<file path="src/rtl/core/mdfm_pkg.sv">
// ----------------------------------------------------------------------------
// mdfm_pkg
// Shared types, widths, register indexes and reset values for the switch
// debounce and fault monitor.
// ----------------------------------------------------------------------------
package mdfm_pkg;

   // Defaults for the top level parameters
   localparam int CHANNELS_DEF  = 10;
   localparam int TIME_BITS_DEF = 32;

   // Fixed field widths
   localparam int PIN_W     = 10;
   localparam int MASK_W    = 10;
   localparam int SETTLE_W  = 8;
   localparam int SPAN_W    = 16;
   localparam int COUNT_W   = 4;
   localparam int CSR_IDX_W = 3;
   localparam int CSR_DAT_W = 16;

   // Toggle counter saturation value
   localparam logic [COUNT_W-1:0] TOGGLE_MAX = {COUNT_W{1'b1}};

   // Register indexes
   localparam logic [CSR_IDX_W-1:0] CSR_SETTLE  = 3'd0;
   localparam logic [CSR_IDX_W-1:0] CSR_LOCKOUT = 3'd1;
   localparam logic [CSR_IDX_W-1:0] CSR_STUCK   = 3'd2;
   localparam logic [CSR_IDX_W-1:0] CSR_WINDOW  = 3'd3;
   localparam logic [CSR_IDX_W-1:0] CSR_LIMIT   = 3'd4;
   localparam logic [CSR_IDX_W-1:0] CSR_HOLDOFF = 3'd5;

   // Register reset values
   localparam logic [SETTLE_W-1:0] SETTLE_RST  = 8'd1;
   localparam logic [SPAN_W-1:0]   LOCKOUT_RST = 16'd1000;
   localparam logic [SPAN_W-1:0]   STUCK_RST   = 16'd1000;
   localparam logic [SPAN_W-1:0]   WINDOW_RST  = 16'd5000;
   localparam logic [COUNT_W-1:0]  LIMIT_RST   = 4'd10;
   localparam logic [SPAN_W-1:0]   HOLDOFF_RST = 16'd2000;

   // Configuration register set
   typedef struct packed {
      logic [SETTLE_W-1:0] settle;
      logic [SPAN_W-1:0]   lockout;
      logic [SPAN_W-1:0]   stuck;
      logic [SPAN_W-1:0]   window;
      logic [COUNT_W-1:0]  limit;
      logic [SPAN_W-1:0]   holdoff;
   } mdfm_cfg_type;

   // Per-lane status handed to the merge stage
   typedef struct packed {
      logic hit;
      logic healthy;
      logic pressed;
   } mdfm_lane_stat_type;

   // Result item
   typedef struct packed {
      logic [MASK_W-1:0] hit_mask;
      logic [MASK_W-1:0] healthy_mask;
      logic [MASK_W-1:0] pressed_mask;
   } mdfm_rsp_type;

endpackage

</file>
<file path="src/rtl/core/mdfm_lane.sv">
// ----------------------------------------------------------------------------
// mdfm_lane
// One switch channel: debounce, press request, stuck-low and chatter fault
// detection, and hit edge reporting.
// ----------------------------------------------------------------------------
module mdfm_lane
   import mdfm_pkg::*;
#(
   parameter int TIME_BITS = TIME_BITS_DEF
) (
   input  logic                 clock,
   input  logic                 reset,
   input  logic                 step,
   input  logic [TIME_BITS-1:0] tick,
   input  logic                 armed,
   input  mdfm_cfg_type         cfg,
   input  logic                 rd,
   input  logic                 grant,
   output logic                 press_req,
   output mdfm_lane_stat_type   stat
);

   logic                 raw_prev_ff, raw_prev_in;
   logic                 stable_ff, stable_in;
   logic                 rep_ff, rep_in;
   logic                 healthy_ff, healthy_in;
   logic [TIME_BITS-1:0] ltt_ff, ltt_in;
   logic [TIME_BITS-1:0] ws_ff, ws_in;
   logic [TIME_BITS-1:0] pt_ff, pt_in;
   logic [COUNT_W-1:0]   tc_ff, tc_in;

   logic                 toggle, settled, change, rel_c, stuck_hit, in_win;
   logic                 stable1, h1, stable2, hit;
   logic [COUNT_W-1:0]   tc1;
   logic [TIME_BITS-1:0] el_tog, el_pt, el_ws;

   // Raw edge tracking and toggle count
   assign toggle      = (rd != raw_prev_ff) && healthy_ff;
   assign ltt_in      = toggle ? tick : ltt_ff;
   assign raw_prev_in = toggle ? rd : raw_prev_ff;
   assign tc1         = (toggle && (tc_ff != TOGGLE_MAX)) ? tc_ff + 1'b1 : tc_ff;

   // Debounce: level stable longer than the settle time
   assign el_tog    = tick - ltt_in;
   assign settled   = el_tog > {{(TIME_BITS-SETTLE_W){1'b0}}, cfg.settle};
   assign change    = settled && healthy_ff && (rd != stable_ff);
   assign press_req = change && !rd;
   assign rel_c     = change && rd;

   assign stable1 = grant ? 1'b0 : (rel_c ? 1'b1 : stable_ff);
   assign pt_in   = grant ? tick : pt_ff;

   // Stuck-low check (skipped on the step of a fresh grant)
   assign el_pt     = tick - pt_ff;
   assign stuck_hit = !grant && !stable1 && healthy_ff &&
                      (el_pt > {{(TIME_BITS-SPAN_W){1'b0}}, cfg.stuck});
   assign h1        = healthy_ff && !stuck_hit;
   assign stable2   = stuck_hit ? 1'b1 : stable1;

   // Chatter window
   assign el_ws  = tick - ws_ff;
   assign in_win = el_ws < {{(TIME_BITS-SPAN_W){1'b0}}, cfg.window};

   always_comb begin
      healthy_in = h1;
      stable_in  = stable2;
      tc_in      = tc1;
      ws_in      = ws_ff;
      if (h1) begin
         if (in_win) begin
            if (tc1 > cfg.limit) begin
               healthy_in = 1'b0;
               stable_in  = 1'b1;
               tc_in      = '0;
               ws_in      = tick;
            end
         end else begin
            tc_in = '0;
            ws_in = tick;
         end
      end else begin
         tc_in = '0;
      end
   end

   // Hit edge reporting
   always_comb begin
      hit    = 1'b0;
      rep_in = rep_ff;
      if (armed && healthy_in) begin
         if (!stable_in && rep_ff) begin
            hit    = 1'b1;
            rep_in = 1'b0;
         end else if (stable_in && !rep_ff) begin
            rep_in = 1'b1;
         end
      end
   end

   assign stat.hit     = hit;
   assign stat.healthy = healthy_in;
   assign stat.pressed = !stable_in;

   // Lane state
   always_ff @(posedge clock) begin
      if (reset) begin
         raw_prev_ff <= 1'b1;
         stable_ff   <= 1'b1;
         rep_ff      <= 1'b1;
         healthy_ff  <= 1'b1;
         ltt_ff      <= '0;
         ws_ff       <= '0;
         pt_ff       <= '0;
         tc_ff       <= '0;
      end else if (step) begin
         raw_prev_ff <= raw_prev_in;
         stable_ff   <= stable_in;
         rep_ff      <= rep_in;
         healthy_ff  <= healthy_in;
         ltt_ff      <= ltt_in;
         ws_ff       <= ws_in;
         pt_ff       <= pt_in;
         tc_ff       <= tc_in;
      end
   end

endmodule

</file>
<file path="config.mk">
export PLATFORM = sky130hd
export DESIGN_NAME = mdfm_lane
export DESIGN_NICKNAME = d
export VERILOG_FILES = /design/src/rtl/core/mdfm_pkg.sv /design/src/rtl/core/mdfm_lane.sv
export SDC_FILE = /design/constraint.sdc
export NUM_CORES = 1
export LEC_CHECK = 0
export BUFFER_PORTS_ARGS = -buffer_cell sky130_fd_sc_hd__buf_2
export CELL_PAD_IN_SITES_DETAIL_PLACEMENT = 1
export CELL_PAD_IN_SITES_GLOBAL_PLACEMENT = 1
export CORE_MARGIN = 3
export CORE_UTILIZATION = 41
export CTS_CLUSTER_SIZE = 20
export DETAILED_ROUTE_END_ITERATION = 7
export PLACE_DENSITY_LB_ADDON = 0.2
export SLEW_MARGIN = 10
export SYNTH_ARGS = -nofsm -noshare
export SYNTH_HDL_FRONTEND = slang
export SYNTH_SLANG_ARGS = --single-unit
</file>
<file path="constraint.sdc">
create_clock -name clock -period 5.5 [get_ports clock]
set_input_delay 0.275 -clock clock [delete_from_list [all_inputs] [get_ports clock]]
set_output_delay 0.275 -clock clock [all_outputs]
set_load 0.05 [all_outputs]
</file>
==> qor.csv, run 1 <==
metric;value;unit
place.gp.congestion;0.926;
seqPwrFrac;25.1;%
drc;0;
synth_nets;1918;
cts_tree;yes;
synth.distinct_cells;88;
synth-warning-count;0;
wl_per_cell;20.8;um
vias;12900;
synth.most_common_cell;nand2_1;
period_minus_slack;5890;ps
drive_above_1_share;16.8;%
p_leak;6.04;nW
p_comb_share;53.2;%
htree_levels;3;
nets;2056;
die_x;178;um
grt_max_degree;90;
cap_violations;0;
reg2reg_depth;30;
synth_area;0.0121;mm^2
critPathLaunchType;flop;
worstPathArrival;5610;ps
hold_path_depth;3;
numCtsBuffers;9;
layout.cells.non_filler;2193;
worst_hold_path.endpoint;raw_prev_ff;
root_buffer;clkbuf_16;
worstHoldPathType;input port to flop;
detailedPlace.worstSlack;-413;ps
core-area;0.0289;mm^2
start_util;41.8;%
p_int;1.86;mW
ys_seq_area_share;17.3;%
multiInputGateArea;0.00945;mm^2
rows;62;
fin_setup_tns;-4070;ps
setup_violations;36;
reg2reg_from;pt_ff[0];
design_area;0.0143;mm^2
fin_hold_ws;226;ps
grt_use_total;28.1;%
ant_nets;0;
clk_path_buf_depth;2;
dieArea;0.0315;mm^2
numClockSinks;104;
viasPerCell;5.88;
crit_required;5220;ps
synthCells;1665;
hpwl;35.9;mm
ctsHoldBuffers;0;
hp-start;rd;
clkTransAtPathRegs;90;ps
io_buffers;85;
rsz0062_at_grt;true;
p_switching;1.41;mW
synth-edff-count;0;
placed_cells;2149;
io_pins;118;
synthFlopType;dfxtp_1;
tightestPinTransition;893;ps
grt_pass1_wl;70.4;mm
slew_headroom;39.7;%
worstSetupEndpointType;output port;
critPathMaxFanout;4;
yosys_register_bits;104;
violations;setup timing;
avgSynthCellArea;7.25;um^2
antenna_found_initial;1;
synth_top_cells_by_area;dfxtp_1, ha_1, nand2_1;
synth_common_cells;nand2_1, a21oi_1, ha_1, inv_1, dfxtp_1;
synth_top_area_share;17.3;%
rr_endpoint;ws_ff[24];
async_flop_share;0;%
fin_skew;18.7;ps
dieHeight;178;um
hold_violations;0;
drv_slew;0;
yosysTopAreaCell;dfxtp_1;
placed_area;0.0134;mm^2
dr.pass1.iters;5;
r2r_slack;-140;ps
clkPwrFrac;21.7;%
area_delta_synth_final;18.3;%
fmax;170;MHz
outcome;finished, violations left;
post-route-period-util;107;%
vdd_drop_max;146;uV
regArea;0.00209;mm^2
wl;45.7;mm
fillCellCount;3694;
finalWorstSetupSlack;-389;ps
swShare;43.1;%
drt_iter0_drc;711;
clk_latency;370;ps
grt_remaining_overflow;0;
p_per_area;230;mW/mm^2
grt_pass1_vias;13100;
worstSetupPathType;flop to output port;
[area by class of cell]
type,count,share of cell area (%)
Multi-Input combinational cell,1354,66.2
Sequential cell,104,14.6
Timing Repair Buffer,198,10.1
Inverter,136,3.58
Tap cell,384,3.37
Clock buffer,9,1.58
Clock inverter,7,0.587
Antenna cell,1,0.0175
[power groups by stage]
stage	combinational [mW]	sequential (mW)	clock [mW]
finish	1.74	0.823	0.711
global route	1.92	0.827	0.755
CTS	1.66	0.821	0.726
detailed placement	1.62	0.839	0
global placement	1.57	0.836	0
floorplan	1.11	0.831	0
[logic make-up (layout without fill, tap and decap cells)]
logic type	after synthesis	after routing	share of synthesized area (%)
and+or+nand+nor	609	609	25.1
AOI/OAI and AO/OA	474	474	25.5
buffers and inverters	207	350	6.98
adders and majority gates	140	140	14.7
DFF	104	104	17.3
muxes	76	76	6.36
xor gates and xnor gates	55	55	4.05
other	0	1	0
[layout by cell type, fill, tap and decap left out, drive strengths merged, types with 25 or more instances in the layout]
cell type / count
nand2: 241
a21oi: 179
nand3: 36
nor2b: 26
xnor2: 32
dfxtp: 104
nor3: 25
inv: 140
o211ai: 27
mux2i: 71
ha: 136
nand4: 34
nor2: 71
o21ai: 73
a21o: 32
buf: 197
nand2b: 82
[metrics by stage]
step,utilization (%),power [mW]
finish,49.5,3.28
floorplan,-,1.94
global route,49.5,3.50
detailed placement,46.4,2.46
CTS,48.5,3.21
global placement,46.4,2.41
[worst max path at each step]
stage,from,end,slack (ps),depth (start not counted)
2_1_floorplan,tick[0],rep_ff,8,29
3_3_place_gp,tick[0],stat[2],-210,29
3_5_place_dp,tick[0],stat[2],-410,27
4_1_cts,pt_ff[0],stat[2],-360,27
5_1_grt,pt_ff[0],stat[2],-700,27
6_report,pt_ff[0],stat[2],-390,27
[repair_timing]
action,4_1_cts,5_1_grt
pin swaps,15,27
buffers inserted,11,17
setup endpoints to repair,36,42
resized for setup,30,48
gates cloned,3,1
[metal layers]
metal  routed length (um)  track usage, %  share of wire [%]  vias up
li1                     -               -                  -     6235
met1                20500            36.8                 45     6281
met2                20900            45.5                 46      304
met3                 2420            5.01                5.3       82
met4                 1910            11.7                4.2        0
met5                    0               0                  0        -
[critical path, stage by stage (launching register included)]
cell	delay, ps
dfxtp_2	360
ha_4	150
inv_2	40
fa_2	330
a21o_1	210
a221oi_4	350
or3_4	200
nand3b_1	120
a21oi_2	150
nor2b_1	50
nor2_1	100
xnor2_1	130
ha_1	280
nand4_1	200
inv_1	70
a22oi_2	150
a31oi_1	90
or4_1	490
nor4b_2	250
o2111a_1	220
nand4_1	130
buf_6	170
or2b_1	170
o211ai_1	140
a21oi_4	200
ha_4	150
and3_4	200
buf_12	140
[sequential cells by signal, summed over array words and instances (netlist names)]
name	flops
ltt_ff	32
pt_ff	32
ws_ff	32
tc_ff	4
healthy_ff	1
raw_prev_ff	1
rep_ff	1
stable_ff	1
(Power assumes the default switching activity.)
==> inputs of run 2 (changes only) <==
--- a/config.mk
+++ b/config.mk
@@ -5,11 +5,12 @@
 export SDC_FILE = /design/constraint.sdc
 export NUM_CORES = 1
 export LEC_CHECK = 0
+export ABC_AREA = 1
 export BUFFER_PORTS_ARGS = -buffer_cell sky130_fd_sc_hd__buf_2
 export CELL_PAD_IN_SITES_DETAIL_PLACEMENT = 1
 export CELL_PAD_IN_SITES_GLOBAL_PLACEMENT = 1
 export CORE_MARGIN = 3
-export CORE_UTILIZATION = 41
+export CORE_UTILIZATION = 35
 export CTS_CLUSTER_SIZE = 20
 export DETAILED_ROUTE_END_ITERATION = 7
 export PLACE_DENSITY_LB_ADDON = 0.2
==> qor.csv, run 2 <==
metric;value;unit
synth_common_cells;nand2_1, inv_1, a21oi_1, nor2_1, o21ai_0;
vdd_drop_max;163;uV
cap_violations;0;
synthCells;2006;
yosys_register_bits;104;
avgSynthCellArea;5.89;um^2
io_pins;118;
ant_nets;0;
htree_levels;3;
grt_use_total;23.2;%
numClockSinks;104;
root_buffer;clkbuf_16;
synth.most_common_cell;nand2_1;
synth_area;0.0118;mm^2
ys_seq_area_share;17.6;%
dr.pass1.iters;5;
worstSetupEndpointType;output port;
synthFlopType;dfxtp_1;
rows;66;
grt_pass1_wl;67.5;mm
layout.cells.non_filler;2525;
critPathMaxFanout;4;
dieHeight;190;um
hpwl;34.6;mm
cts_tree;yes;
dieArea;0.0360;mm^2
fmax;196;MHz
vias;13000;
die_x;190;um
io_buffers;85;
final_cell_mix;nand2_1, inv_1, a21oi_1;
synth_top_area_share;17.6;%
synth-warning-count;0;
critPathLaunchType;flop;
total_power;3.17;mW
worstPathArrival;4830;ps
p_leak;6.59;nW
setup_violations;0;
finalWorstSetupSlack;400;ps
wl_per_cell;16.6;um
grt_remaining_overflow;0;
place.gp.congestion;0.925;
ctsHoldBuffers;0;
worstSetupPathType;flop to output port;
antenna_cells;0;
viasPerCell;5.13;
grt_pass1_vias;13100;
drc;0;
start_util;35.9;%
slew_headroom;57.1;%
synth-edff-count;0;
drv_slew;0;
outcome;completed;
cp_slowest_cell;fa_1;
crit_top_cell;nand2_1;
clkTransAtPathRegs;80;ps
fin_skew;17.4;ps
placed_cells;2502;
wl;42.0;mm
yosysTopAreaCell;dfxtp_1;
period_minus_slack;5100;ps
tightestPinTransition;644;ps
drive_above_1_share;7.39;%
synth_nets;2259;
layout_commonest_cell;nand2_1;
worstHoldPathType;input port to flop;
grt_max_degree;67;
fin_setup_tns;0;ps
area_delta_synth_final;10.8;%
core-area;0.0329;mm^2
detailedPlace.worstSlack;334;ps
clk_path_buf_depth;2;
hold_violations;0;
post-route-period-util;92.7;%
reg_top3;ltt_ff: 32 flops, pt_ff: 32 flops, ws_ff: 32 flops;
async_flop_share;0;%
synth.distinct_cells;45;
crit_required;5220;ps
synth_top_cells_by_area;dfxtp_1, nand2_1, ha_1;
numCtsBuffers;9;
crit_path_max_incr_delay;400;ps
nets;2331;
clk_latency;370;ps
drt_iter0_drc;631;
antenna_found_initial;2;
p_per_area;242;mW/mm^2
-- run 2: cell types whose count changed in the layout (fill, tap and decap cells not counted), sizes merged, moves of 16 or more --
cell    before  now
a21o        32    8
nand2b      82    0
a21oi      179  217
nand3       36  135
nor2b       26    0
and2        18    2
mux2i       71    0
nand2      241  513
inv        140  360
o211ai      27    5
o21ai       73  148
buf        197  105
nor2        71  174
xnor2       32   15
-- run 2: metal layers --
layer | vias to the layer above | global-route usage (%) | share of wire (%)
met1 | 6153 | 30.0 | 47
met2 | 157 | 41.3 | 47
met4 | 0 | 5.74 | 2.3
met5 | - | 0 | 0
li1 | 6616 | - | -
met3 | 36 | 2.51 | 3.0
-- run 2: final cells by class --
type / count / area [um^2]
Fill cell: 4556 / 19900
Sequential cell: 104 / 2090
Timing Repair Buffer: 105 / 582
Clock buffer: 9 / 225
Inverter: 359 / 1350
Multi-Input combinational cell: 1499 / 8220
Tap cell: 442 / 553
Clock inverter: 7 / 78.8
-- run 2: cells by family after synthesis --
family / count (synthesis) / synth area share [%]
adders and majority gates: 139 / 14.9
AOI/OAI and AO/OA: 410 / 18.5
and+or+nand+nor: 896 / 31.5
xor gates and xnor gates: 53 / 3.93
DFF: 104 / 17.6
buffers and inverters: 404 / 13.5
-- run 2: final timing paths --
path | from | slack [ps] | cells past startpoint | end
setup / recovery | raw_prev_ff | 400 | 34 | stat[2]
hold / removal | tick[0] | 260 | 3 | ws_ff[0]
setup reg to reg | pt_ff[2] | 660 | 34 | ws_ff[17]
hold reg to reg | ltt_ff[2] | 460 | 2 | ltt_ff[2]
-- run 2: timing repair --
item                                    in CTS  in global routing
resized for setup                            0                 29
setup buffers                                0                  6
endpoints found under the setup margin       0                 33
endpoints found under the hold margin        0                  0
-- run 2: power breakdown --
part / switching, mW / internal, mW / total [mW]
Combinational: 1.08 / 0.572 / 1.66
Sequential: 0.0231 / 0.807 / 0.830
Clock: 0.325 / 0.358 / 0.683
Total: 1.43 / 1.74 / 3.17
-- run 2: metrics by stage --
stage          utilization, %  hold WS, ps  area, um^2
5_1_grt                  39.8          249       13100
3_3_place_gp             38.4          439       12700
6_report                 39.8          264       13100
2_1_floorplan               -          405       11800
4_1_cts                  39.3          241       13000
3_5_place_dp             38.4          447       12700
-- run 2: critical path: cells and delay by family, from the launching register on --
family                     cells  cell delay, ps
AOI/OAI and AO/OA              2             210
xor gates and xnor gates       1             170
adders and majority gates      4            1010
buffers and inverters          5             500
DFF                            1             350
and+or+nand+nor               22            2200
==> inputs of run 3 (changes only) <==
--- a/config.mk
+++ b/config.mk
@@ -11,6 +11,7 @@
 export CELL_PAD_IN_SITES_GLOBAL_PLACEMENT = 1
 export CORE_MARGIN = 3
 export CORE_UTILIZATION = 35
+export CTS_BUF_LIST = sky130_fd_sc_hd__clkbuf_4
 export CTS_CLUSTER_SIZE = 20
 export DETAILED_ROUTE_END_ITERATION = 7
 export PLACE_DENSITY_LB_ADDON = 0.2
==> qor.csv, run 3 (synthesized netlist as in run 2, its figures left out) <==
metric;value;unit
slew_headroom;56.8;%
post-route-util;39.9;%
grt_pass1_wl;67.3;mm
antenna_cells;0;
fin_skew;35.7;ps
drt_iter0_drc;637;
viasPerCell;5.14;
drive_above_1_share;9.43;%
ant_nets;0;
outcome;completed;
cap_violations;0;
ctsHoldBuffers;0;
layout_commonest_cell;nand2_1;
r2r_slack;830;ps
post-route-period-util;94.7;%
area_delta_synth_final;11.1;%
clkTransAtPathRegs;180;ps
p_per_area;226;mW/mm^2
grt_max_degree;67;
wl_per_cell;16.6;um
place.gp.congestion;0.925;
worstPathArrival;4930;ps
htree_levels;3;
io_pins;118;
grt_remaining_overflow;0;
vias;13000;
dieArea;0.0360;mm^2
rows;66;
placed_cells;2502;
hpwl;34.6;mm
final_cell_mix;nand2_1, inv_1, a21oi_1;
die_x;190;um
cts_tree;yes;
vdd_drop_max;117;uV
setup_violations;0;
drv_slew;0;
period_minus_slack;5210;ps
drc;0;
crit_path_max_incr_delay;400;ps
dr.pass1.iters;5;
worstSetupPathType;flop to output port;
placed_area;0.0127;mm^2
start_util;35.9;%
worstHoldPathType;input port to flop;
io_buffers;85;
critPathLaunchType;flop;
reg_top3;ltt_ff: 32 flops, pt_ff: 32 flops, ws_ff: 32 flops;
hp-start;tick[0];
grt_pass1_vias;13100;
tightestPinTransition;648;ps
reg2reg_from;pt_ff[2];
root_buffer;clkbuf_4;
numCtsBuffers;9;
clk_path_buf_depth;2;
antenna_found_initial;2;
wl;42.0;mm
hold_violations;0;
numClockSinks;104;
cp_slowest_cell;dfxtp_4;
fmax;192;MHz
critPathMaxFanout;7;
clk_latency;520;ps
nets;2338;
layout.cells.non_filler;2532;
design_area;0.0131;mm^2
crit_top_cell;nand2_1;
dieHeight;190;um
fin_hold_ws;82.1;ps
grt_use_total;23.1;%
worstSetupEndpointType;output port;
p_leak;6.56;nW
critPathLaunch;raw_prev_ff;
core-area;0.0329;mm^2
crit_required;5220;ps
## run 3: cell count changes in the layout (fill, tap and decap cells not counted), moves of 5 or more
cell,delta
ha_1,-9
a21oi_1,-5
nand2_2,+11
a21oi_2,+5
ha_2,+6
clkbuf_16,-9
clkbuf_4,+9
nand2_1,-11
buf_4,+6
## run 3: what timing repair did
| action | CTS | global route |
|---|---|---|
| endpoints found under the hold margin | 0 | 0 |
| setup buffers | 0 | 13 |
| endpoints found under the setup margin | 1 | 36 |
| gates cloned | 0 | 1 |
| gates resized for setup | 4 | 67 |
| pin swaps | 0 | 30 |
## run 3: final cells by class
type | count | area, um^2
clock buffer | 9 | 67.6
clock inverter | 7 | 78.8
fill | 4560 | 19800
inverter | 359 | 1350
multi-input combinational | 1499 | 8360
sequential | 104 | 2090
tap | 442 | 553
timing repair buffer | 112 | 638
## run 3: per-stage QoR
stage / total power [mW] / setup WS, ps / TNS, ps
2_1_floorplan: 2.01 / 611 / 0
3_3_place_gp: 2.41 / 444 / 0
3_5_place_dp: 2.46 / 334 / 0
4_1_cts: 2.92 / 29.4 / 0
5_1_grt: 3.27 / -96.3 / -96.3
6_report: 2.97 / 294 / 0
## run 3: path summary, 6_finish.rpt
| check | depth (start not counted) | endpoint |
|---|---|---|
| max reg2reg | 34 | ws_ff[13] |
| max | 34 | stat[2] |
| min | 3 | ws_ff[0] |
| min reg2reg | 2 | ltt_ff[2] |
## run 3: layer usage
metal | track usage [%] | vias to the layer above | wire, um
li1 | - | 6636 | -
met1 | 30.3 | 6177 | 20000
met2 | 40.9 | 164 | 19900
met3 | 2.27 | 37 | 1240
met4 | 5.23 | 0 | 875
met5 | 0 | - | 0
## run 3: worst max-delay path, delay by kind of cell (launching register included)
family,cells,cell delay [ps]
AND/OR/NAND/NOR,19,2010
flip-flops,1,400
buffers and inverters,6,550
adder cells (fa/ha/maj),3,800
AO/OA/AOI/OAI,5,500
XOR/XNOR,1,130
## run 3: power breakdown
group	total [mW]	switching [mW]	internal (mW)
clock network	0.439	0.297	0.142
registers	0.830	0.0221	0.808
logic	1.70	1.10	0.595
total	2.97	1.42	1.55
