$ cat src/rtl/core/mdfm_pkg.sv
// ----------------------------------------------------------------------------
// mdfm_pkg
// Shared types, widths, register indexes and reset values for the switch
// debounce and fault monitor.
// ----------------------------------------------------------------------------
package mdfm_pkg;

   // Defaults for the top level parameters
   localparam int CHANNELS_DEF  = 10;
   localparam int TIME_BITS_DEF = 32;

   // Fixed field widths
   localparam int PIN_W     = 10;
   localparam int MASK_W    = 10;
   localparam int SETTLE_W  = 8;
   localparam int SPAN_W    = 16;
   localparam int COUNT_W   = 4;
   localparam int CSR_IDX_W = 3;
   localparam int CSR_DAT_W = 16;

   // Toggle counter saturation value
   localparam logic [COUNT_W-1:0] TOGGLE_MAX = {COUNT_W{1'b1}};

   // Register indexes
   localparam logic [CSR_IDX_W-1:0] CSR_SETTLE  = 3'd0;
   localparam logic [CSR_IDX_W-1:0] CSR_LOCKOUT = 3'd1;
   localparam logic [CSR_IDX_W-1:0] CSR_STUCK   = 3'd2;
   localparam logic [CSR_IDX_W-1:0] CSR_WINDOW  = 3'd3;
   localparam logic [CSR_IDX_W-1:0] CSR_LIMIT   = 3'd4;
   localparam logic [CSR_IDX_W-1:0] CSR_HOLDOFF = 3'd5;

   // Register reset values
   localparam logic [SETTLE_W-1:0] SETTLE_RST  = 8'd1;
   localparam logic [SPAN_W-1:0]   LOCKOUT_RST = 16'd1000;
   localparam logic [SPAN_W-1:0]   STUCK_RST   = 16'd1000;
   localparam logic [SPAN_W-1:0]   WINDOW_RST  = 16'd5000;
   localparam logic [COUNT_W-1:0]  LIMIT_RST   = 4'd10;
   localparam logic [SPAN_W-1:0]   HOLDOFF_RST = 16'd2000;

   // Configuration register set
   typedef struct packed {
      logic [SETTLE_W-1:0] settle;
      logic [SPAN_W-1:0]   lockout;
      logic [SPAN_W-1:0]   stuck;
      logic [SPAN_W-1:0]   window;
      logic [COUNT_W-1:0]  limit;
      logic [SPAN_W-1:0]   holdoff;
   } mdfm_cfg_type;

   // Per-lane status handed to the merge stage
   typedef struct packed {
      logic hit;
      logic healthy;
      logic pressed;
   } mdfm_lane_stat_type;

   // Result item
   typedef struct packed {
      logic [MASK_W-1:0] hit_mask;
      logic [MASK_W-1:0] healthy_mask;
      logic [MASK_W-1:0] pressed_mask;
   } mdfm_rsp_type;

endpackage

$ cat src/rtl/core/mdfm_merge.sv
// ----------------------------------------------------------------------------
// mdfm_merge
// Global press lockout with lowest-channel priority, and assembly of the
// lane status into the result masks.
// ----------------------------------------------------------------------------
module mdfm_merge
   import mdfm_pkg::*;
#(
   parameter int CHANNELS  = CHANNELS_DEF,
   parameter int TIME_BITS = TIME_BITS_DEF
) (
   input  logic                 clock,
   input  logic                 reset,
   input  logic                 step,
   input  logic [TIME_BITS-1:0] tick,
   input  logic [SPAN_W-1:0]    lockout,
   input  logic [CHANNELS-1:0]  press_req,
   output logic [CHANNELS-1:0]  grant,
   input  mdfm_lane_stat_type   stat [CHANNELS],
   output mdfm_rsp_type         rsp
);

   logic [TIME_BITS-1:0] last_press_ff, last_press_in;
   logic [TIME_BITS-1:0] el_lock;
   logic                 lock_ok;

   // Only the lowest requesting channel can pass: once one is taken the
   // lockout restarts at this tick
   assign el_lock = tick - last_press_ff;
   assign lock_ok = el_lock > {{(TIME_BITS-SPAN_W){1'b0}}, lockout};
   assign grant   = lock_ok ? (press_req & (~press_req + 1'b1)) : '0;

   assign last_press_in = (|grant) ? tick : last_press_ff;

   always_ff @(posedge clock) begin
      if (reset) begin
         last_press_ff <= '0;
      end else if (step) begin
         last_press_ff <= last_press_in;
      end
   end

   // Mask assembly
   for (genvar j = 0; j < MASK_W; j++) begin : g_mask
      if (j < CHANNELS) begin : g_used
         assign rsp.hit_mask[j]     = stat[j].hit;
         assign rsp.healthy_mask[j] = stat[j].healthy;
         assign rsp.pressed_mask[j] = stat[j].pressed;
      end else begin : g_unused
         assign rsp.hit_mask[j]     = 1'b0;
         assign rsp.healthy_mask[j] = 1'b0;
         assign rsp.pressed_mask[j] = 1'b0;
      end
   end

endmodule

$ cat config.mk
export PLATFORM = sky130hd
export DESIGN_NAME = mdfm_merge
export DESIGN_NICKNAME = d
export VERILOG_FILES = /design/src/rtl/core/mdfm_pkg.sv /design/src/rtl/core/mdfm_merge.sv
export SDC_FILE = /design/constraint.sdc
export NUM_CORES = 1
export LEC_CHECK = 0
export ABC_CLOCK_PERIOD_IN_PS = 6000
export BUFFER_PORTS_ARGS = -buffer_cell sky130_fd_sc_hd__buf_4
export CAP_MARGIN = 40
export CORE_AREA = 2 2 123 89
export CTS_CLUSTER_DIAMETER = 60
export DETAILED_ROUTE_END_ITERATION = 16
export DIE_AREA = 0 0 125 91
export PLACE_DENSITY_LB_ADDON = 0.2
export SYNTH_ARGS = -nofsm -noshare
export SYNTH_HDL_FRONTEND = slang
export SYNTH_SLANG_ARGS = --single-unit
$ cat constraint.sdc
create_clock -name clock -period 6 [get_ports clock]
set_input_delay 0.9 -clock clock [delete_from_list [all_inputs] [get_ports clock]]
set_output_delay 0.9 -clock clock [all_outputs]
set_load 0.01 [all_outputs]
==> impl_metrics.prom, run 1 <==
# TYPE chip_impl_metric gauge
chip_impl_info{name="run_status",value="finished, final reports clean"} 1
chip_impl_metric{name="wl_per_cell",unit="um"} 15.3
chip_impl_metric{name="netlist-cell-type-count",unit=""} 68
chip_impl_metric{name="syn_area",unit="um^2"} 4500
chip_impl_metric{name="postPlaceCellArea",unit="um^2"} 4950
chip_impl_metric{name="p_leak",unit="nW"} 2.28
chip_impl_metric{name="die-width",unit="um"} 125
chip_impl_info{name="end_kind",value="output port"} 1
chip_impl_metric{name="clkSinkCount",unit=""} 32
chip_impl_metric{name="critical_path_required",unit="ps"} 5100
chip_impl_metric{name="worst_slew_margin_rel",unit="%"} 58.6
chip_impl_metric{name="final.setup_skew",unit="ps"} 5.84
chip_impl_info{name="timing.setup.critical_path_class",value="input pin to output port"} 1
chip_impl_metric{name="htree_num_levels",unit=""} 2
chip_impl_metric{name="asyncSetResetFlopFracSynth",unit="%"} 0
chip_impl_metric{name="timing_max_transition_violations_final",unit=""} 0
chip_impl_metric{name="io-pin-count",unit=""} 131
chip_impl_metric{name="fmaxAchievable",unit="MHz"} 171
chip_impl_metric{name="postSynthRegisterBits",unit=""} 32
chip_impl_metric{name="die-area",unit="um^2"} 11400
chip_impl_metric{name="gp_congestion",unit=""} 0.951
chip_impl_metric{name="timing_worst_slew_pin_value",unit="ps"} 606
chip_impl_metric{name="synth_enable_flop_cells",unit=""} 0
chip_impl_metric{name="syn-instance-count",unit=""} 600
chip_impl_metric{name="yosys_warnings",unit=""} 0
chip_impl_metric{name="grt_antenna_before_repair",unit=""} 0
chip_impl_metric{name="die_h",unit="um"} 91
chip_impl_metric{name="fin_tns_setup",unit="ps"} 0
chip_impl_info{name="hp-class",value="flop to flop"} 1
chip_impl_metric{name="initial_utilization",unit="%"} 44.2
chip_impl_metric{name="fill_cells",unit=""} 1026
chip_impl_metric{name="design_power_total",unit="uW"} 928
chip_impl_info{name="synth.area.top_cells",value="sky130_fd_sc_hd__dfxtp_1, sky130_fd_sc_hd__ha_1, sky130_fd_sc_hd__nand2b_1"} 1
chip_impl_metric{name="holdBufCountCts",unit=""} 0
chip_impl_metric{name="synth_fp_nets",unit=""} 739
chip_impl_info{name="worst_setup_sp_type",value="input pin"} 1
chip_impl_metric{name="maxCapViolations",unit=""} 0
chip_impl_metric{name="cts_inserted_buffers",unit=""} 5
chip_impl_metric{name="vdd_ir_drop_max",unit="V"} 0.000103
chip_impl_info{name="synthDominantAreaCellType",value="sky130_fd_sc_hd__dfxtp_1"} 1
chip_impl_metric{name="global_route_wire_length_before_repair",unit="um"} 19100
chip_impl_metric{name="postLayoutCellArea",unit="um^2"} 5120
chip_impl_metric{name="nets",unit=""} 785
chip_impl_metric{name="synth_area_per_cell",unit="um^2"} 7.49
chip_impl_metric{name="drt_iter0_drc",unit=""} 332
chip_impl_metric{name="timing.critical_path.arrival",unit="ps"} 4960
chip_impl_metric{name="cellPowerDensity",unit="nW/um^2"} 181
chip_impl_metric{name="yosys.area.top_type_share",unit="%"} 14.2
chip_impl_metric{name="largest_register_ffs",unit=""} 32
chip_impl_info{name="reg_top3",value="last_press_ff x32"} 1
chip_impl_info{name="synth_ff_type",value="sky130_fd_sc_hd__dfxtp_1"} 1
chip_impl_metric{name="area.growth.synth_to_final",unit="%"} 14.0
chip_impl_metric{name="vias_in_the_first_global_route",unit=""} 3847
chip_impl_metric{name="timing.critical_path.fanout_max",unit=""} 6
chip_impl_metric{name="detail_route.wirelength",unit="um"} 11900
chip_impl_info{name="leading_cell_types_in_the_layout_fill_and_taps_excluded",value="sky130_fd_sc_hd__buf_4, sky130_fd_sc_hd__nand2b_1, sky130_fd_sc_hd__inv_1"} 1
chip_impl_metric{name="hold_fails_final_rpt",unit=""} 0
chip_impl_metric{name="grt.overflow.total",unit=""} 0
chip_impl_metric{name="drive_above_1_share",unit="%"} 18.6
chip_impl_metric{name="vias",unit=""} 4292
chip_impl_metric{name="core_region_area",unit="um^2"} 10200
chip_impl_metric{name="final_antenna_net_count",unit=""} 0
chip_impl_metric{name="final_routed_drc_violation_total",unit=""} 0
chip_impl_metric{name="layout_worst_path_cycle_share",unit="%"} 97.7
chip_impl_metric{name="period_minus_slack",unit="ps"} 5860
chip_impl_metric{name="route.detailed.vias_per_inst",unit=""} 5.53
chip_impl_info{name="layout.cells.most_common",value="sky130_fd_sc_hd__buf_4"} 1
chip_impl_metric{name="port_buffers",unit=""} 70
chip_impl_metric{name="detailedPlacementHpwl",unit="um"} 9470
chip_impl_info{name="root_buffer",value="sky130_fd_sc_hd__clkbuf_16"} 1
chip_impl_metric{name="clk_slew_on_worst_s_h_paths",unit="ps"} 50
chip_impl_info{name="tritoncts_clock_tree",value="done"} 1
chip_impl_metric{name="drt_pass1_iterations",unit=""} 5
chip_impl_metric{name="num_rows",unit=""} 31
chip_impl_metric{name="yosysSeqAreaShare",unit="%"} 14.2
chip_impl_metric{name="fin_util",unit="%"} 50.4
chip_impl_metric{name="diodes",unit=""} 0
chip_impl_metric{name="grt.total_usage",unit="%"} 20.2
chip_impl_info{name="regMostFlops",value="last_press_ff"} 1
chip_impl_metric{name="finalSetupViolations",unit=""} 0
chip_impl_metric{name="clock_insertion_delay_worst_skew",unit="ps"} 280
chip_impl_metric{name="pin_count_of_the_biggest_net_entering_global_routing",unit=""} 65
chip_impl_metric{name="clockBufferDepth",unit=""} 2
==> layout make-up <==
class	instances	area (um^2)	share of cell area, %
Tap cell	132	165	3.22
Clock buffer	5	125	2.44
Inverter	56	210	4.10
Sequential cell	32	641	12.5
Multi-Input combinational cell	459	3280	64.0
Timing Repair Buffer	92	703	13.7
==> metal layers <==
layer  wire length, um  share of wire [%]  global-route usage, %
met5                 0                  0                      0
met4               115               0.97                   3.52
met3               847                7.1                   5.13
met2              4730                 40                   28.8
met1              6180                 52                   30.6
==> through the flow <==
step	worst slack [ps]	hold WS, ps	std cells
after floorplan	509	449	600
after global placement	-24.2	458	768
after detailed placement	-52.0	464	768
after CTS	56.7	475	773
after global routing	-22.5	490	776
final	139	472	776
==> cell usage after synthesis, drive strengths merged (7+ instances only) <==
master   n
mux2i   32
nand2   45
nand3   11
xor2    10
ha      47
xnor2   11
dfxtp   32
nor3    11
nand4   15
o21a     7
clkbuf  11
buf     43
nor2    35
nand2b  69
o21ai   25
a21oi   49
a21o     9
inv     56
==> cell families (layout without fill, tap and decap cells) <==
logic type | Yosys count | in the layout | synth area share [%]
adders and majority gates | 48 | 48 | 13.5
xor gates and xnor gates | 21 | 21 | 4.09
AOI/OAI and AO/OA | 138 | 138 | 20.5
and+or+nand+nor | 218 | 219 | 26.7
muxes | 33 | 33 | 7.38
DFF | 32 | 32 | 14.2
buffers and inverters | 110 | 153 | 13.5
==> repair_timing <==
item                       in CTS  in global routing
setup endpoints to repair      10                 10
resized for setup               1                  7
cloned                          0                  1
pin swaps                       0                  2
buffers inserted                0                  2
==> critical path, cell delays in order <==
cell                       delay [ps]
sky130_fd_sc_hd__buf_4            110
sky130_fd_sc_hd__ha_1             310
sky130_fd_sc_hd__a21o_1           190
sky130_fd_sc_hd__nand2b_1         160
sky130_fd_sc_hd__o21ai_1          160
sky130_fd_sc_hd__nand2_1          100
sky130_fd_sc_hd__a21o_1           200
sky130_fd_sc_hd__a21oi_1          170
sky130_fd_sc_hd__xnor2_1          140
sky130_fd_sc_hd__ha_1             270
sky130_fd_sc_hd__a21oi_1          160
sky130_fd_sc_hd__a21oi_1          100
sky130_fd_sc_hd__a211oi_2         230
sky130_fd_sc_hd__a22o_1           190
sky130_fd_sc_hd__nand4b_1         100
sky130_fd_sc_hd__or4_4            570
sky130_fd_sc_hd__or4_4            540
sky130_fd_sc_hd__and4b_1          220
sky130_fd_sc_hd__buf_4            140
==> path summary, 6_finish.rpt <==
kind | from | to | slack, ps | cells past startpoint
min | last_press_ff[11]$_SDFFE_PP0P_ | last_press_ff[11]$_SDFFE_PP0P_ | 470 | 2
max reg2reg | last_press_ff[4]$_SDFFE_PP0P_ | last_press_ff[9]$_SDFFE_PP0P_ | 1400 | 20
max | tick[4] | grant[8] | 140 | 19
min reg2reg | last_press_ff[11]$_SDFFE_PP0P_ | last_press_ff[11]$_SDFFE_PP0P_ | 470 | 2
==> report_power, final <==
part / switching, mW / internal [mW] / total, mW
clock network: 0.0944 / 0.147 / 0.241
registers: 0.00699 / 0.226 / 0.233
logic: 0.253 / 0.201 / 0.454
total: 0.355 / 0.573 / 0.928
No activity file was read; power rests on OpenSTA's default activity.
==> run 2, diff against run 1 <==
--- a/config.mk
+++ b/config.mk
@@ -5,7 +5,7 @@
 export SDC_FILE = /design/constraint.sdc
 export NUM_CORES = 1
 export LEC_CHECK = 0
-export ABC_CLOCK_PERIOD_IN_PS = 6000
+export ABC_CLOCK_PERIOD_IN_PS = 6050
 export BUFFER_PORTS_ARGS = -buffer_cell sky130_fd_sc_hd__buf_4
 export CAP_MARGIN = 40
 export CORE_AREA = 2 2 123 89
==> constraint.sdc (replaced) <==
create_clock -name clock -period 6.05 [get_ports clock]
set_input_delay 0.9075 -clock clock [delete_from_list [all_inputs] [get_ports clock]]
set_output_delay 0.9075 -clock clock [all_outputs]
set_load 0.01 [all_outputs]
==> impl_metrics.prom, run 2 (synthesis gave the netlist of run 1 again) <==
# TYPE chip_impl_metric gauge
chip_impl_info{name="run_status",value="finished, final reports clean"} 1
chip_impl_info{name="timing.setup.critical_path_class",value="input pin to output port"} 1
chip_impl_metric{name="timing.critical_path.fanout_max",unit=""} 11
chip_impl_info{name="timing.rr.start",value="last_press_ff[8]$_SDFFE_PP0P_"} 1
chip_impl_metric{name="initial_utilization",unit="%"} 44.2
chip_impl_metric{name="clock_power_share",unit="%"} 28.2
chip_impl_metric{name="timing.critical_path.arrival",unit="ps"} 4930
chip_impl_metric{name="p_leak",unit="nW"} 2.27
chip_impl_info{name="globalRoute.busiestLayer",value="met1"} 1
chip_impl_metric{name="wl_per_cell",unit="um"} 15.4
chip_impl_metric{name="layout_worst_path_cycle_share",unit="%"} 96.6
chip_impl_metric{name="gp_congestion",unit=""} 0.909
chip_impl_metric{name="combPwrFrac",unit="%"} 47.2
chip_impl_metric{name="drt_iter0_drc",unit=""} 266
chip_impl_metric{name="clk_slew_on_worst_s_h_paths",unit="ps"} 50
chip_impl_metric{name="drt_pass1_iterations",unit=""} 5
chip_impl_metric{name="area.growth.synth_to_final",unit="%"} 13.6
chip_impl_metric{name="detail_route.wirelength",unit="um"} 11900
chip_impl_metric{name="core_region_area",unit="um^2"} 10200
chip_impl_metric{name="period_minus_slack",unit="ps"} 5840
chip_impl_metric{name="maxCapViolations",unit=""} 0
chip_impl_metric{name="stdcell_count",unit=""} 773
chip_impl_info{name="worst_setup_sp_type",value="input pin"} 1
chip_impl_metric{name="final_routed_drc_violation_total",unit=""} 0
chip_impl_metric{name="clockBufferDepth",unit=""} 2
chip_impl_metric{name="final_antenna_net_count",unit=""} 0
chip_impl_metric{name="drive_above_1_share",unit="%"} 17.9
chip_impl_metric{name="switching_power",unit="uW"} 357
chip_impl_metric{name="final.setup_skew",unit="ps"} 5.48
chip_impl_metric{name="worst_hold_path.num_cells",unit=""} 2
chip_impl_info{name="regMostFlops",value="last_press_ff"} 1
chip_impl_metric{name="timing_worst_slew_pin_value",unit="ps"} 656
chip_impl_metric{name="grt.total_usage",unit="%"} 20.7
chip_impl_metric{name="timing_max_transition_violations_final",unit=""} 0
chip_impl_info{name="reg_top3",value="last_press_ff x32"} 1
chip_impl_info{name="setup_repair_after_global_routing_missed_its_margin",value="no"} 1
chip_impl_metric{name="fmaxAchievable",unit="MHz"} 171
chip_impl_metric{name="cellPowerDensity",unit="nW/um^2"} 184
chip_impl_metric{name="seqPwrFrac",unit="%"} 24.6
chip_impl_metric{name="dp_cells",unit=""} 763
chip_impl_metric{name="pin_count_of_the_biggest_net_entering_global_routing",unit=""} 65
chip_impl_metric{name="global_route_wire_length_before_repair",unit="um"} 19600
chip_impl_info{name="hp-class",value="flop to flop"} 1
chip_impl_metric{name="grtUsageMet3",unit="%"} 3.89
chip_impl_metric{name="met1_usage",unit="%"} 32.2
chip_impl_metric{name="holdBufCountCts",unit=""} 0
chip_impl_metric{name="finalSetupViolations",unit=""} 0
chip_impl_info{name="end_kind",value="output port"} 1
chip_impl_metric{name="die-area",unit="um^2"} 11400
chip_impl_metric{name="worst_slew_margin_rel",unit="%"} 55.8
chip_impl_metric{name="nets",unit=""} 779
chip_impl_metric{name="num_rows",unit=""} 31
chip_impl_metric{name="io-pin-count",unit=""} 131
chip_impl_info{name="leading_cell_types_in_the_layout_fill_and_taps_excluded",value="sky130_fd_sc_hd__buf_4, sky130_fd_sc_hd__nand2b_1, sky130_fd_sc_hd__inv_1"} 1
chip_impl_metric{name="vias_in_the_first_global_route",unit=""} 4012
chip_impl_metric{name="sw_frac_of_total",unit="%"} 37.9
chip_impl_metric{name="grt.overflow.total",unit=""} 0
chip_impl_metric{name="design_power_total",unit="uW"} 941
chip_impl_metric{name="vias",unit=""} 4237
chip_impl_info{name="tritoncts_clock_tree",value="done"} 1
chip_impl_metric{name="cell_internal_pwr",unit="uW"} 584
chip_impl_metric{name="hold_fails_final_rpt",unit=""} 0
chip_impl_metric{name="die-width",unit="um"} 125
chip_impl_metric{name="die_h",unit="um"} 91
chip_impl_metric{name="detailedPlacementHpwl",unit="um"} 9630
chip_impl_info{name="reg2reg_to",value="last_press_ff[1]$_SDFFE_PP0P_"} 1
chip_impl_metric{name="gr-usage-met2",unit="%"} 29.5
chip_impl_metric{name="critical_path_required",unit="ps"} 5140
chip_impl_metric{name="ff2ff_path_depth",unit=""} 18
chip_impl_metric{name="port_buffers",unit=""} 70
chip_impl_metric{name="largest_register_ffs",unit=""} 32
chip_impl_info{name="root_buffer",value="sky130_fd_sc_hd__clkbuf_16"} 1
chip_impl_metric{name="diodes",unit=""} 0
chip_impl_metric{name="vdd_ir_drop_max",unit="V"} 0.000100
chip_impl_info{name="min_from",value="last_press_ff[24]$_SDFFE_PP0P_"} 1
chip_impl_metric{name="grt_antenna_before_repair",unit=""} 0
chip_impl_metric{name="cts_inserted_buffers",unit=""} 5
chip_impl_metric{name="clock_insertion_delay_worst_skew",unit="ps"} 280
chip_impl_info{name="layout.cells.most_common",value="sky130_fd_sc_hd__buf_4"} 1
chip_impl_info{name="hold_path_end",value="last_press_ff[24]$_SDFFE_PP0P_"} 1
chip_impl_metric{name="ff2ff_setup_slack",unit="ps"} 1260
chip_impl_metric{name="htree_num_levels",unit=""} 2
chip_impl_metric{name="route.detailed.vias_per_inst",unit=""} 5.48
chip_impl_metric{name="clkSinkCount",unit=""} 32
-- run 2: worst max-delay path by stage --
| stage | startpoint | endpoint | slack, ps | depth (start not counted) |
|---|---|---|---|---|
| after floorplan | tick[2] | grant[3] | 540 | 16 |
| after global placement | tick[4] | grant[3] | 7 | 19 |
| after detailed placement | tick[0] | grant[3] | -40 | 19 |
| after CTS | tick[0] | grant[3] | 60 | 19 |
| after global routing | tick[0] | grant[3] | 0.9 | 22 |
| final | tick[0] | grant[3] | 210 | 22 |
-- run 2: worst max-delay path: stages --
cell                        delay, ps
sky130_fd_sc_hd__buf_4             80
sky130_fd_sc_hd__inv_1             30
sky130_fd_sc_hd__ha_1             220
sky130_fd_sc_hd__fa_1             430
sky130_fd_sc_hd__nor2b_2          180
sky130_fd_sc_hd__o2111ai_2        150
sky130_fd_sc_hd__nand2_2          150
sky130_fd_sc_hd__nand2_1           70
sky130_fd_sc_hd__nand2_1           60
sky130_fd_sc_hd__a21oi_1           70
sky130_fd_sc_hd__xnor2_1          130
sky130_fd_sc_hd__ha_1             180
sky130_fd_sc_hd__a21o_1           170
sky130_fd_sc_hd__nand3_1           80
sky130_fd_sc_hd__a21oi_1           70
sky130_fd_sc_hd__a211oi_2         230
sky130_fd_sc_hd__a22o_1           180
sky130_fd_sc_hd__nand4b_1          80
sky130_fd_sc_hd__or4_1            530
sky130_fd_sc_hd__or4_4            560
sky130_fd_sc_hd__and4b_1          230
sky130_fd_sc_hd__buf_4            140
-- run 2: routing by layer --
metal | wire length (um) | vias to the layer above
li1 | - | 2165
met4 | 23 | 0
met1 | 6260 | 1929
met2 | 4900 | 133
met3 | 753 | 10
met5 | 0 | -
-- run 2: final cells by class --
| type | count | area, um^2 |
|---|---|---|
| inverters | 56 | 210 |
| fillers | 1032 | 5060 |
| flip-flops and latches | 32 | 641 |
| repair buffers | 87 | 673 |
| clock buffers | 8 | 146 |
| multi-input cells | 458 | 3270 |
| well taps | 132 | 165 |
-- run 2: power by group through the flow --
stage               clock network, mW  logic [mW]  registers, mW
global route                    0.283       0.494          0.233
floorplan                           0       0.328          0.234
detailed placement                  0       0.431          0.236
finish                          0.265       0.444          0.231
global placement                    0       0.422          0.235
CTS                             0.276       0.433          0.231
-- run 2: metrics by stage --
stage	hold WS, ps	setup TNS [ps]	area, um^2	worst slack [ps]	utilization, %
global placement	458	0	4890	7.09	48.2
detailed placement	464	-185	4920	-43.2	48.4
global route	482	0	5110	0.909	50.2
floorplan	449	0	4500	544	-
CTS	475	0	5070	61.2	49.9
finish	473	0	5110	208	50.2
-- run 2: what timing repair did --
action / 4_1_cts / 5_1_grt
gates resized for setup: 1 / 5
pin swaps: 0 / 2
buffers inserted: 0 / 2
setup endpoints to repair: 10 / 10
==> run 3, diff against run 2 <==
--- a/config.mk
+++ b/config.mk
@@ -12,6 +12,7 @@
 export CTS_CLUSTER_DIAMETER = 60
 export DETAILED_ROUTE_END_ITERATION = 16
 export DIE_AREA = 0 0 125 91
+export GPL_TIMING_DRIVEN = 0
 export PLACE_DENSITY_LB_ADDON = 0.2
 export SYNTH_ARGS = -nofsm -noshare
 export SYNTH_HDL_FRONTEND = slang
==> impl_metrics.prom, run 3 (synthesis gave the netlist of run 1 again) <==
# TYPE chip_impl_metric gauge
chip_impl_info{name="timing.setup.critical_path_class",value="input pin to output port"} 1
chip_impl_info{name="end_kind",value="output port"} 1
chip_impl_metric{name="clockBufferDepth",unit=""} 2
chip_impl_metric{name="detail_route.wirelength",unit="um"} 12800
chip_impl_info{name="critPathSlowestCell",value="sky130_fd_sc_hd__or4_4"} 1
chip_impl_metric{name="layout_worst_path_cycle_share",unit="%"} 97.5
chip_impl_metric{name="global_route_wire_length_before_repair",unit="um"} 20700
chip_impl_metric{name="fin_tns_setup",unit="ps"} 0
chip_impl_metric{name="gp_congestion",unit=""} 0.879
chip_impl_metric{name="multi_input_area",unit="um^2"} 3350
chip_impl_info{name="run_status",value="finished, final reports clean"} 1
chip_impl_info{name="root_buffer",value="sky130_fd_sc_hd__clkbuf_16"} 1
chip_impl_metric{name="hold_fails_final_rpt",unit=""} 0
chip_impl_info{name="hp-class",value="flop to flop"} 1
chip_impl_info{name="cp_cell_sequence",value="buf_4 -> ha_1 -> o211ai_1 -> a21oi_2 -> o21ai_2 -> nand2_1 -> a21o_1 -> a21oi_2 -> xnor2_1 -> ha_1 -> a21oi_1 -> a21oi_1 -> a211oi_2 -> a22o_1 -> nand4b_1 -> or4_4 -> or4_4 -> and4b_1 -> buf_4"} 1
chip_impl_metric{name="vias",unit=""} 4576
chip_impl_metric{name="drt_iter0_drc",unit=""} 250
chip_impl_metric{name="fmaxAchievable",unit="MHz"} 170
chip_impl_metric{name="timing.critical_path.fanout_max",unit=""} 6
chip_impl_metric{name="cp.depth",unit=""} 19
chip_impl_metric{name="vdd_ir_drop_max",unit="V"} 0.0000989
chip_impl_metric{name="worst_hold_path.num_cells",unit=""} 2
chip_impl_metric{name="cts_inserted_buffers",unit=""} 5
chip_impl_metric{name="diodes",unit=""} 0
chip_impl_metric{name="final_routed_drc_violation_total",unit=""} 0
chip_impl_info{name="tritoncts_clock_tree",value="done"} 1
chip_impl_metric{name="stdcell_count",unit=""} 843
chip_impl_metric{name="final.setup_skew",unit="ps"} 6.12
chip_impl_metric{name="clkSinkCount",unit=""} 32
chip_impl_metric{name="pin_count_of_the_biggest_net_entering_global_routing",unit=""} 12
chip_impl_metric{name="vias_in_the_first_global_route",unit=""} 4282
chip_impl_metric{name="ff2ff_path_depth",unit=""} 21
chip_impl_metric{name="nets",unit=""} 849
chip_impl_metric{name="port_buffers",unit=""} 99
chip_impl_metric{name="critical_path_required",unit="ps"} 5140
chip_impl_metric{name="fill_cells",unit=""} 998
chip_impl_metric{name="final_antenna_net_count",unit=""} 0
chip_impl_metric{name="finalSetupViolations",unit=""} 0
chip_impl_metric{name="die-width",unit="um"} 125
chip_impl_metric{name="drive_above_1_share",unit="%"} 25.7
chip_impl_metric{name="holdBufCountCts",unit=""} 0
chip_impl_info{name="layout.cells.most_common",value="sky130_fd_sc_hd__buf_4"} 1
chip_impl_info{name="worst_setup_sp_type",value="input pin"} 1
chip_impl_metric{name="clock_insertion_delay_worst_skew",unit="ps"} 290
chip_impl_metric{name="timing_max_transition_violations_final",unit=""} 0
chip_impl_metric{name="largest_register_ffs",unit=""} 32
chip_impl_info{name="crit_family",value="compound AO/OA/AOI/OAI gates"} 1
chip_impl_metric{name="clk_slew_on_worst_s_h_paths",unit="ps"} 50
chip_impl_metric{name="die_h",unit="um"} 91
chip_impl_metric{name="htree_num_levels",unit=""} 2
chip_impl_metric{name="initial_utilization",unit="%"} 44.2
chip_impl_metric{name="num_rows",unit=""} 31
chip_impl_metric{name="detailedPlacementHpwl",unit="um"} 10400
chip_impl_metric{name="maxCapViolations",unit=""} 0
chip_impl_metric{name="grt_antenna_before_repair",unit=""} 0
chip_impl_metric{name="drt_pass1_iterations",unit=""} 5
chip_impl_metric{name="cp.buffers_inverters",unit=""} 2
chip_impl_metric{name="core_region_area",unit="um^2"} 10200
chip_impl_metric{name="cellPowerDensity",unit="nW/um^2"} 174
chip_impl_metric{name="ff_latch_area",unit="um^2"} 641
chip_impl_metric{name="route.detailed.vias_per_inst",unit=""} 5.43
chip_impl_metric{name="slowest_delay",unit="ps"} 580
chip_impl_metric{name="dp_cells",unit=""} 831
chip_impl_metric{name="grt.overflow.total",unit=""} 0
chip_impl_info{name="reg_top3",value="last_press_ff x32"} 1
chip_impl_metric{name="period_minus_slack",unit="ps"} 5900
chip_impl_metric{name="area.growth.synth_to_final",unit="%"} 26.4
chip_impl_metric{name="io-pin-count",unit=""} 131
chip_impl_info{name="setup_repair_after_global_routing_missed_its_margin",value="no"} 1
chip_impl_metric{name="worst_slew_margin_rel",unit="%"} 55.7
chip_impl_metric{name="wl_per_cell",unit="um"} 15.2
chip_impl_metric{name="timing_worst_slew_pin_value",unit="ps"} 658
chip_impl_info{name="leading_cell_types_in_the_layout_fill_and_taps_excluded",value="sky130_fd_sc_hd__buf_4, sky130_fd_sc_hd__nand2b_1, sky130_fd_sc_hd__inv_1"} 1
chip_impl_metric{name="timing.critical_path.arrival",unit="ps"} 4990
chip_impl_metric{name="grt.total_usage",unit="%"} 21.7
chip_impl_metric{name="p_leak",unit="nW"} 2.58
chip_impl_info{name="regMostFlops",value="last_press_ff"} 1
chip_impl_metric{name="die-area",unit="um^2"} 11400
[run 3: cell count changes in the layout (fill, tap and decap cells not counted), sizes merged]
| cell | before | now |
|---|---|---|
| buf | 87 | 146 |
| clkbuf | 8 | 18 |
| or4 | 4 | 5 |
[run 3: repair_timing]
item | CTS | global route
cloned | 0 | 1
gates resized for setup | 8 | 15
setup buffers | 3 | 1
setup endpoints to repair | 10 | 10
pin swaps | 5 | 9
[run 3: tightest hold or removal path, delay by kind of cell (launching register included)]
| family | cells | cell delay (ps) |
|---|---|---|
| simple gates | 1 | 60 |
| flops | 1 | 300 |
| mux | 1 | 60 |
[run 3: area by class of cell]
class | count | share of cell area [%]
Buffer | 53 | 6.93
Clock buffer | 8 | 2.58
Inverter | 56 | 3.70
Multi-Input combinational cell | 459 | 59.0
Sequential cell | 32 | 11.3
Tap cell | 132 | 2.91
Timing Repair Buffer | 103 | 13.6
[run 3: worst paths after layout]
path | start | to | slack [ps]
min reg2reg | last_press_ff[23]$_SDFFE_PP0P_ | last_press_ff[23]$_SDFFE_PP0P_ | 470
max | tick[2] | grant[3] | 150
max reg2reg | last_press_ff[2]$_SDFFE_PP0P_ | last_press_ff[9]$_SDFFE_PP0P_ | 1380
min | last_press_ff[23]$_SDFFE_PP0P_ | last_press_ff[23]$_SDFFE_PP0P_ | 470
[run 3: stage by stage]
stage | hold slack (ps) | total power [mW] | setup WS, ps | area (um^2) | utilization (%)
2_1_floorplan | 449 | 0.562 | 544 | 4500 | -
3_3_place_gp | 459 | 0.690 | -616 | 5400 | 53.2
3_5_place_dp | 464 | 0.700 | -597 | 5400 | 53.2
4_1_cts | 474 | 0.980 | 14.1 | 5600 | 55.1
5_1_grt | 487 | 1.06 | 9.57 | 5680 | 55.9
6_report | 472 | 0.991 | 151 | 5680 | 55.9
[run 3: power by group]
part           internal (mW)  switching [mW]
sequential             0.224         0.00729
clock                  0.164           0.102
combinational          0.221           0.272
total                  0.610           0.381
[run 3: metal layers]
| layer | GRT usage, % | vias to the layer above | part of all wire (%) | routed length [um] |
|---|---|---|---|---|
| met1 | 32.6 | 2112 | 51 | 6520 |
| met5 | 0 | - | 0 | 0 |
| li1 | - | 2308 | - | - |
| met3 | 3.24 | 9 | 5.3 | 680 |
| met4 | 3.15 | 0 | 0.65 | 83 |
| met2 | 33.4 | 147 | 43 | 5510 |
